$ cat src/bcg_pkg.sv
`default_nettype none

package bcg_pkg;

    localparam int VALUE_W   = 32;
    localparam int RAND_W    = 16;
    localparam int ALPHA_W   = 16;
    localparam int STEP_W    = 31;
    localparam int GAMMA_W   = 35;
    localparam int DIFF_W    = 33;
    localparam int CFG_IDX_W = 8;

    localparam logic [CFG_IDX_W-1:0] REG_ALPHA = 8'd0;
    localparam logic [CFG_IDX_W-1:0] REG_UPPER = 8'd1;
    localparam logic [CFG_IDX_W-1:0] REG_LOWER = 8'd2;
    localparam logic [CFG_IDX_W-1:0] REG_STEP  = 8'd3;

    localparam logic [ALPHA_W-1:0] ALPHA_RESET = 16'd8192;
    localparam logic [VALUE_W-1:0] VALUE_MAX   = 32'h7FFF_FFFF;
    localparam logic [VALUE_W-1:0] VALUE_MIN   = 32'h8000_0000;

    typedef struct packed {
        logic signed [VALUE_W-1:0] parent_a;
        logic signed [VALUE_W-1:0] parent_b;
        logic [RAND_W-1:0]         rand_u;
    } in_item_t;

    typedef struct packed {
        logic signed [VALUE_W-1:0] child_a;
        logic signed [VALUE_W-1:0] child_b;
    } out_item_t;

    typedef struct packed {
        logic [ALPHA_W-1:0]        alpha;
        logic signed [VALUE_W-1:0] upper_limit;
        logic signed [VALUE_W-1:0] lower_limit;
        logic [STEP_W-1:0]         step_size;
    } cfg_t;

    // gamma scaled by 2^30 and the parent difference, ready for the blend
    typedef struct packed {
        logic signed [VALUE_W-1:0] x1;
        logic signed [VALUE_W-1:0] x2;
        logic signed [GAMMA_W-1:0] gamma;
        logic signed [DIFF_W-1:0]  diff;
    } blend_item_t;

endpackage

`default_nettype wire

$ cat src/bcg_queue.sv
`default_nettype none

module bcg_queue (
    input  wire logic                 clk,
    input  wire logic                 rst_n,
    input  wire logic                 push_valid,
    output logic                      push_ready,
    input  wire bcg_pkg::blend_item_t push_item,
    output logic                      pop_valid,
    input  wire logic                 pop_ready,
    output bcg_pkg::blend_item_t      pop_item
);
    import bcg_pkg::*;

    blend_item_t entry_reg [2];
    logic        wr_ptr_reg;
    logic        wr_ptr_next;
    logic        rd_ptr_reg;
    logic        rd_ptr_next;
    logic [1:0]  count_reg;
    logic [1:0]  count_next;
    logic        push;
    logic        pop;

    assign push_ready = (count_reg != 2'd2);
    assign pop_valid  = (count_reg != 2'd0);
    assign pop_item   = entry_reg[rd_ptr_reg];
    assign push       = push_valid && push_ready;
    assign pop        = pop_valid && pop_ready;

    always_comb
    begin
        wr_ptr_next = push ? !wr_ptr_reg : wr_ptr_reg;
        rd_ptr_next = pop ? !rd_ptr_reg : rd_ptr_reg;
        count_next  = count_reg + 2'(push) - 2'(pop);
    end

    always_ff @(posedge clk or negedge rst_n)
    begin
        if (!rst_n)
        begin
            wr_ptr_reg <= 1'b0;
            rd_ptr_reg <= 1'b0;
            count_reg  <= 2'd0;
        end
        else
        begin
            wr_ptr_reg <= wr_ptr_next;
            rd_ptr_reg <= rd_ptr_next;
            count_reg  <= count_next;
        end
    end

    always_ff @(posedge clk)
    begin
        if (push)
        begin
            entry_reg[wr_ptr_reg] <= push_item;
        end
    end

endmodule

`default_nettype wire

$ cat config.mk
export PLATFORM = sky130hd
export DESIGN_NAME = bcg_queue
export DESIGN_NICKNAME = d
export VERILOG_FILES = /design/src/bcg_pkg.sv /design/src/bcg_queue.sv
export SDC_FILE = /design/constraint.sdc
export NUM_CORES = 1
export LEC_CHECK = 0
export ABC_AREA = 1
export ABC_CLOCK_PERIOD_IN_PS = 14900
export BUFFER_PORTS_ARGS = -buffer_cell sky130_fd_sc_hd__buf_2
export CORE_ASPECT_RATIO = 0.7
export CORE_MARGIN = 10
export CORE_UTILIZATION = 50
export CTS_CLUSTER_SIZE = 14
export DETAILED_ROUTE_END_ITERATION = 16
export GPL_TIMING_DRIVEN = 0
export PLACE_DENSITY = 0.74
export SLEW_MARGIN = 20
export SYNTH_ARGS = -nofsm -noshare
export SYNTH_HDL_FRONTEND = slang
export SYNTH_SLANG_ARGS = --single-unit
$ cat constraint.sdc
create_clock -name clk -period 14.9 [get_ports clk]
set_input_delay 1.49 -clock clk [delete_from_list [all_inputs] [get_ports clk]]
set_output_delay 1.49 -clock clk [all_outputs]
set_load 0.01 [all_outputs]
After elaboration in Yosys (flattened, before gate mapping) --
Memory sizes are Yosys's and may differ from the RTL's. Cells that the tools add are included.
Storage, ports and cells: flip-flop bits (word level) 4, memory bits (writable) 264, output and inout bits 134, word-level logic and storage cells 14, memories kept 1
Operators by class: $add $sub $neg 2, equal/unequal tests 1, mux-type cells 2, reductions and logical operators 5
Memory list:
- entry_reg | depth 2, width 132, read ports 1, clocked after Yosys merged registers in 0, wr ports 1, line bcg_queue.sv:15 | blend_item_t entry_reg [2];
Operators with widths (number):
- 2-bit by 1-bit adder with 2-bit output | 1
- 1-bit logical AND | 2
- 1-bit zero test | 2
- 1-bit two-way mux | 2
- 2-bit inequality test (second input constant) | 1
- 2-bit nonzero test | 1
- 2-bit by 1-bit subtractor with 2-bit output | 1

Longest topological paths before layout --
Gate-level depths: netlist of the first run.
word-level depth 4, depth in mapped cells 12, gate-level depth less buffers 12

Worst setup path before layout of the first run --
No wires, ideal clock.
path type in2reg, from input port push_valid, to memory entry_reg[1][0] in the netlist's numbering (enable), data arrival time 7.103 ns, path slack 7.171 ns, stages on the path 2, path through nand2_1 -> nor2_1
On the way: word-level cells in the longest chain between the ends 3
RTL lines:
- from (decl) | line bcg_queue.sv:6 | input wire logic push_valid,
- 1-bit logical AND | line bcg_queue.sv:28 | assign push = push_valid && push_ready;
- 1-bit two-way mux | line bcg_queue.sv:56 | if (push)
- 1-bit two-way mux (implied by the code) | line bcg_queue.sv:58 | entry_reg[wr_ptr_reg] <= push_item;
- to (decl) | line bcg_queue.sv:15
Every way passes these cells.

==> out/metrics.cfg, run 1 <==
[yosys]
synth.avg_cell_area_um2=13.7
synth_top_family_by_area=simple AND/OR/NAND/NOR gates
synth.ff_latch_count=268
synth_top_area_share_pct=80.5
synth-compound-area-share_pct=0.102
synth_cells=721
synth_fp_nets=858
synth_xor_area_share_pct=0.0889
synthAdderAreaFrac_pct=0.127
netlist_top_cells_area=edfxtp_1 80%, nand2_1 15%, buf_6 1.0%, dfrtp_1 1.0%, buf_2 0.86%
synthMuxAreaShare_pct=0
ys_types=14
yosys_warnings=0
yosys.area_share.simple_pct=15.7
yosysSeqAreaShare_pct=81.5
yosys.area.top_type=edfxtp_1
synth_area_mm2=0.00985

[routing]
drt-pass1-iter-count=4
post_drt_via_cell_ratio=4.77
num_vias=6268
ant_nets=0
remaining_drc_errors=0
first_iter_violations=350
wl_um=23000
wl_per_cell_um=17.5

[sta]
fmax_mhz=304
period_minus_slack_ns=3.29
setup_viol=0
min_period_over_period_pct=22.1
worstMarginPinSlew_ns=0.774
max_slew_margin_pct=48.3
fin_setup_tns_ns=0
finalHoldViolations=0
whs_ns=0.557
rsz0062_at_grt=false
slew_violations=0
fin_ws_ns=11.61
finalClockSkew_ns=0.00750

[finish]
layout-drive-gt1-share_pct=32.9
layout.cells.most_common=nand2_1
area_delta_synth_final_pct=27.3
largest_reg_flops=264
mostFrequentLayoutCells=405 x nand2_1, 286 x buf_2, 264 x edfxtp_1, 25 x clkbuf_16, 9 x buf_6
postLayoutCellArea_mm2=0.0125
fin_nets=1164
fin_util_pct=65.5

[global_routing]
grt_max_degree=29
track_usage_pct=17.0
overflow=0
antenna_found_initial=9
grt_pass1_vias=6153
grt_pass1_wl_um=34200

[clock_tree]
cts_hold_buf=0
root_buffer=clkbuf_16
cts_buffer_depth=3
cts_tree=yes
h-tree-depth=1
cts_buffers=25
clk_pin_slew_ns=0.06
cts_setup_buffers=0
clk_latency_ns=0.50
cts_resized=0
cts_sinks=268

[floorplan]
core_area_mm2=0.0191
rows=42
ioPinCount=270
die_area_mm2=0.0258
fp.dieW_um=188
die_y_um=137
initial_core_util_pct=51.5

[setup_path]
critPathLaunchType=flop
crit_fanout=10
critical_path_class=flop to output port
r2r-start=count_reg[0]
slowest_delay_ns=0.36
worstPathCellList=buf_4, inv_4, buf_6, buf_6, nand2_1, nand2_1, buf_2
path_delay_family=buffers and inverters
cp-end-kind=output port
slowest_stage=dfrtp_1
worst-path-buf-inv=5
required_ns=13.41
crit_start=rd_ptr_reg
worstPathArrival_ns=1.80

[power_and_ir_drop]
p_int_mw=1.68
pwr_density_cell_mw_per_mm2=202
power_switching_uw=862
switching_share_pct=34.0
clkPwrFrac_pct=23.1
seqPwrFrac_pct=41.9
irDropWorstVdd_mv=0.101
p_leak_nw=5.43
combPwrFrac_pct=35.0

[place]
gp_congestion=0.774
numPortBuffers=269
pre_cts_ws_ns=11.48
dp.final_hpwl_um=16600
placed_cell_area_mm2=0.0118

[job]
max_cap_violations=0

[min_path]
min_from=count_reg[0]
hold_class=flop to flop

[status]
status=finished, final reports clean

[kinds of logic after synthesis]
family	count (synthesis)
AO/OA/AOI/OAI	2
AND/OR/NAND/NOR	412
adder cells (fa/ha/maj)	1
buffers and inverters	37
XOR/XNOR	1
flip-flops	268
[stage by stage]
step	instances	total power, mW
6_report	1315	2.54
5_1_grt	1307	2.69
4_1_cts	1305	2.57
3_5_place_dp	1264	1.98
3_3_place_gp	1254	1.98
2_1_floorplan	721	1.59
[cells in the mapped netlist]
library cell	count
a21oi_1	1
buf_2	17
buf_4	3
buf_6	9
dfrtp_1	4
edfxtp_1	264
ha_1	1
inv_1	7
inv_4	1
nand2_1	405
nand3_1	2
nor2_1	5
o21ai_0	1
xor2_1	1
[per-layer routing]
layer	wire length [µm]	vias to the layer above	track usage [%]	share of wire, %
met2	10800	227	27.2	47
met3	1930	37	6.09	8.4
met1	9710	2943	21.6	42
met4	431	6	4.52	1.9
li1	-	3055	-	-
met5	43	-	0	0.19
[cell type report]
class | count | area (µm²)
sequential | 268 | 8030
fill | 1428 | 6590
multi-input combinational | 416 | 1600
timing repair buffer | 279 | 1570
clock buffer | 28 | 637
tap | 264 | 330
buffer | 29 | 209
clock inverter | 13 | 110
inverter | 8 | 32.5
antenna | 10 | 25.0
[path summary, 6_finish.rpt]
check | end | slack [ns] | cells past startpoint
min in group asynchronous | rd_ptr_reg | 0.80 | 1
worst min-delay path | count_reg[0] | 0.56 | 1
worst max-delay path | pop_item[82] | 11.61 | 7
worst min register to register | count_reg[0] | 0.56 | 1
max in group asynchronous | count_reg[1] | 13.97 | 1
worst max register to register | entry_reg[0][52] | 12.49 | 7
[worst register-to-register path, stage by stage (launching register included)]
cell and delay, ns:
dfrtp_1 0.38, inv_1 0.06, nand2_1 0.13, nand2_1 0.20
nor2_4 0.65, buf_16 0.24, buf_12 0.21, buf_12 0.22
[power by group through the flow]
stage	clock network (mW)	logic [mW]	registers, mW
CTS	0.600	0.910	1.06
detailed placement	0	0.905	1.08
floorplan	0	0.480	1.11
finish	0.586	0.889	1.06
global route	0.630	0.988	1.08
global placement	0	0.845	1.14
Power figures use the tool's default switching activity.
==> run 2: changes to the inputs <==
ABC_AREA = 0   (was 1)
ABC_CLOCK_PERIOD_IN_PS = 3100   (was 14900)
clock period = 3.1 ns   (was 14.9 ns; I/O delays follow)
==> run 2 against run 1 <==
Global-route usage increased by 0.87 points; combinational power increased to 4.8 times the previous value; clock power rose to 4.9 times the previous value; routed wire length grew 6.1%; via count shrank 9.3%; clock skew increased by 0.0052 ns; highest routed layer is now met4; sequential cell count did not move; sequential power rose to 4.9 times the previous value; area after synthesis up 1.8%; register-to-register slack lost 12 ns; cell area grew 12%.
==> out/metrics.cfg, run 2 <==
[yosys]
synth_edf_count=264  ; unchanged
yosys_warnings=0  ; unchanged
synth.most_common_cell=edfxtp_1  ; was nand2_1
synth_cells=433  ; was 721
synth.ff_latch_count=268  ; unchanged
synth_ff_type=edfxtp_1  ; unchanged
synth_area_mm2=0.0100  ; was 0.00985 mm²
yosys-top-cells-count=264 x edfxtp_1, 70 x mux2_4, 62 x mux2_2, 9 x buf_6, 6 x buf_2  ; was 405 x nand2_1, 264 x edfxtp_1, 17 x buf_2, 9 x buf_6, 7 x inv_1
synth.avg_cell_area_um2=23.2  ; was 13.7 µm²
synthArstFlopShare_pct=1.49  ; unchanged
synth_top_area_share_pct=79.0  ; was 80.5%
synth_fp_nets=570  ; was 858
yosys.area.top_type=edfxtp_1  ; unchanged
yosysSeqAreaShare_pct=80.0  ; was 81.5%
ys_types=19  ; was 14
netlist_top_cells_area=edfxtp_1 79%, mux2_4 10%, mux2_2 7.0%, buf_6 1.0%, dfrtp_1 1.0%  ; was edfxtp_1 80%, nand2_1 15%, buf_6 1.0%, dfrtp_1 1.0%, buf_2 0.86%

[global_routing]
grt_pass1_wl_um=36900  ; was 34200 µm
grt_pass1_vias=6378  ; was 6153
antenna_found_initial=2  ; was 9
track_usage_pct=17.8  ; was 17.0%
grt_max_degree=56  ; was 29
overflow=0  ; unchanged

[finish]
fin_util_pct=71.0  ; was 65.5%
mostFrequentLayoutCells=275 x buf_2, 264 x edfxtp_1, 133 x dlygate4sd3_1, 70 x mux2_4, 62 x mux2_2  ; was 405 x nand2_1, 286 x buf_2, 264 x edfxtp_1, 25 x clkbuf_16, 9 x buf_6
fillers=1176  ; was 1428
layout-drive-gt1-share_pct=52.4  ; was 32.9%
area_delta_synth_final_pct=39.8  ; was 27.3%
layout.cells.most_common=buf_2  ; was nand2_1
layout.cells.non_filler=1161  ; was 1315
fin_nets=1007  ; was 1164
largest_reg_flops=264  ; unchanged

[setup_path]
reg2reg_to=entry_reg[0][114]  ; was entry_reg[0][52]
worstPathArrival_ns=1.87  ; was 1.80 ns
r2r_slack_ns=0.95  ; was 12.49 ns
critPathLaunchType=flop  ; unchanged
r2r.worst_path.cells=6  ; was 7
critical_path_class=flop to output port  ; unchanged
cp-end-kind=output port  ; unchanged
r2r-start=count_reg[0]  ; unchanged
crit_fanout=10  ; unchanged
required_ns=2.79  ; was 13.41 ns

[place]
numPortBuffers=269  ; unchanged
dp.cells=979  ; was 1264
gp_congestion=0.732  ; was 0.774
dp.final_hpwl_um=15600  ; was 16600 µm
pre_cts_ws_ns=0.935  ; was 11.48 ns

[power_and_ir_drop]
p_leak_nw=5.52  ; was 5.43 nW
switching_share_pct=29.7  ; was 34.0%
clkPwrFrac_pct=23.5  ; was 23.1%
power_switching_mw=3.65  ; was 862 µW
irDropWorstVdd_mv=0.752  ; was 0.101 mV
combPwrFrac_pct=34.5  ; was 35.0%
seqPwrFrac_pct=42.0  ; was 41.9%
p_total_mw=12.3  ; was 2.54 mW
p_int_mw=8.65  ; was 1.68 mW
pwr_density_cell_mw_per_mm2=878  ; was 202 mW/mm²

[sta]
setup_viol=0  ; unchanged
period_minus_slack_ns=2.18
rsz0062_at_grt=false  ; unchanged
fin_ws_ns=0.922  ; was 11.61 ns
min_period_over_period_pct=70.3
finalClockSkew_ns=0.0127  ; was 0.00750 ns
finalHoldViolations=0  ; unchanged
slew_violations=0  ; unchanged
worstMarginPinSlew_ns=0.647  ; was 0.774 ns
max_slew_margin_pct=56.8  ; was 48.3%
fmax_mhz=459

[clock_tree]
cts_buffers=26  ; was 25
cts_setup_buffers=0  ; unchanged
cts_tree=yes  ; unchanged
root_buffer=clkbuf_16  ; unchanged
h-tree-depth=1  ; unchanged
clk_pin_slew_ns=0.06  ; about the same
cts_sinks=268  ; unchanged
cts_buffer_depth=3  ; unchanged
clk_latency_ns=0.52  ; was 0.50 ns

[routing]
post_drt_via_cell_ratio=4.90  ; was 4.77
wl_per_cell_um=21.0  ; was 17.5 µm
wl_um=24300  ; was 23000 µm
remaining_drc_errors=0  ; unchanged
drt-pass1-iter-count=4  ; unchanged
ant_nets=0  ; unchanged
num_vias=5688  ; was 6268
first_iter_violations=279  ; was 350

[floorplan]
rows=43  ; was 42
initial_core_util_pct=50.8  ; was 51.5%
core_area_mm2=0.0197  ; was 0.0191 mm²
ioPinCount=270  ; unchanged
die_area_mm2=0.0262  ; was 0.0258 mm²
fp.dieW_um=189  ; was 188 µm
die_y_um=138  ; was 137 µm

[min_path]
hold_class=input port to flop  ; was flop to flop
min_from=pop_ready  ; was count_reg[0]
holdPathEnd=rd_ptr_reg  ; was count_reg[0]
min_path_cells=3  ; was 1

[job]
max_cap_violations=0  ; unchanged

[status]
status=finished, final reports clean  ; unchanged

==> run 2: per-layer routing <==
layer / share of wire, % / global-route usage (%) / vias to the layer above
met5: 0 / 0 / -
met4: 1.9 / 4.25 / 0
met3: 9.7 / 6.68 / 33
met2: 49 / 30.4 / 278
met1: 39 / 20.9 / 2768
li1: - / - / 2609
==> run 2: how the worst max path moves through the flow <==
| stage | startpoint | end | depth (start not counted) |
|---|---|---|---|
| after floorplan | count_reg[0] | entry_reg[0][0] | 3 |
| after global placement | count_reg[0] | entry_reg[0][116] | 3 |
| after detailed placement | count_reg[0] | entry_reg[0][80] | 6 |
| after CTS | rd_ptr_reg | pop_item[101] | 5 |
| after global routing | rd_ptr_reg | pop_item[101] | 5 |
| final | rd_ptr_reg | pop_item[101] | 5 |
==> run 2: final cells by class <==
cell class	instances	area, µm²	share of cell area [%]
antenna	2	5.00	0.0357
timing repair buffer	409	2840	20.3
sequential	268	8030	57.3
multi-input combinational	150	1890	13.5
clock buffer	29	662	4.72
tap	270	338	2.41
buffer	15	131	0.937
clock inverter	18	125	0.892
==> run 2: cell families after synthesis <==
logic type / after synthesis / share of synthesized area (%)
muxes: 132 / 17.4
adders and majority gates: 1 / 0.125
DFF: 268 / 80.0
AOI/OAI and AO/OA: 3 / 0.237
buffers and inverters: 15 / 1.31
xor gates and xnor gates: 3 / 0.262
and+or+nand+nor: 11 / 0.586
==> run 2: critical path: stages (launching register included) <==
cell	delay [ns]
dfrtp_1	0.34
buf_6	0.13
buf_6	0.19
buf_6	0.21
mux2_4	0.32
buf_2	0.16
==> run 2: power groups by stage <==
stage | logic (mW) | clock network, mW | registers (mW)
4_1_cts | 4.27 | 2.96 | 5.16
3_5_place_dp | 4.11 | 0 | 5.23
3_3_place_gp | 3.86 | 0 | 5.26
5_1_grt | 4.52 | 3.10 | 5.23
6_report | 4.24 | 2.90 | 5.17
2_1_floorplan | 2.55 | 0 | 5.21
==> run 2: per-stage QoR <==
step	instance area [µm²]	hold WS [ns]	TNS, ns
after global routing	14000	0.113	0
after floorplan	10000	0.0144	0
after CTS	14000	0.0842	0
after global placement	11700	0.119	-127.80
after detailed placement	11900	0.122	0
final	14000	0.112	0
==> run 2: what timing repair did <==
action | CTS | global route
gates resized for setup | 0 | 0
hold buffers | 133 | 0
endpoints found under the hold margin | 268 | 0
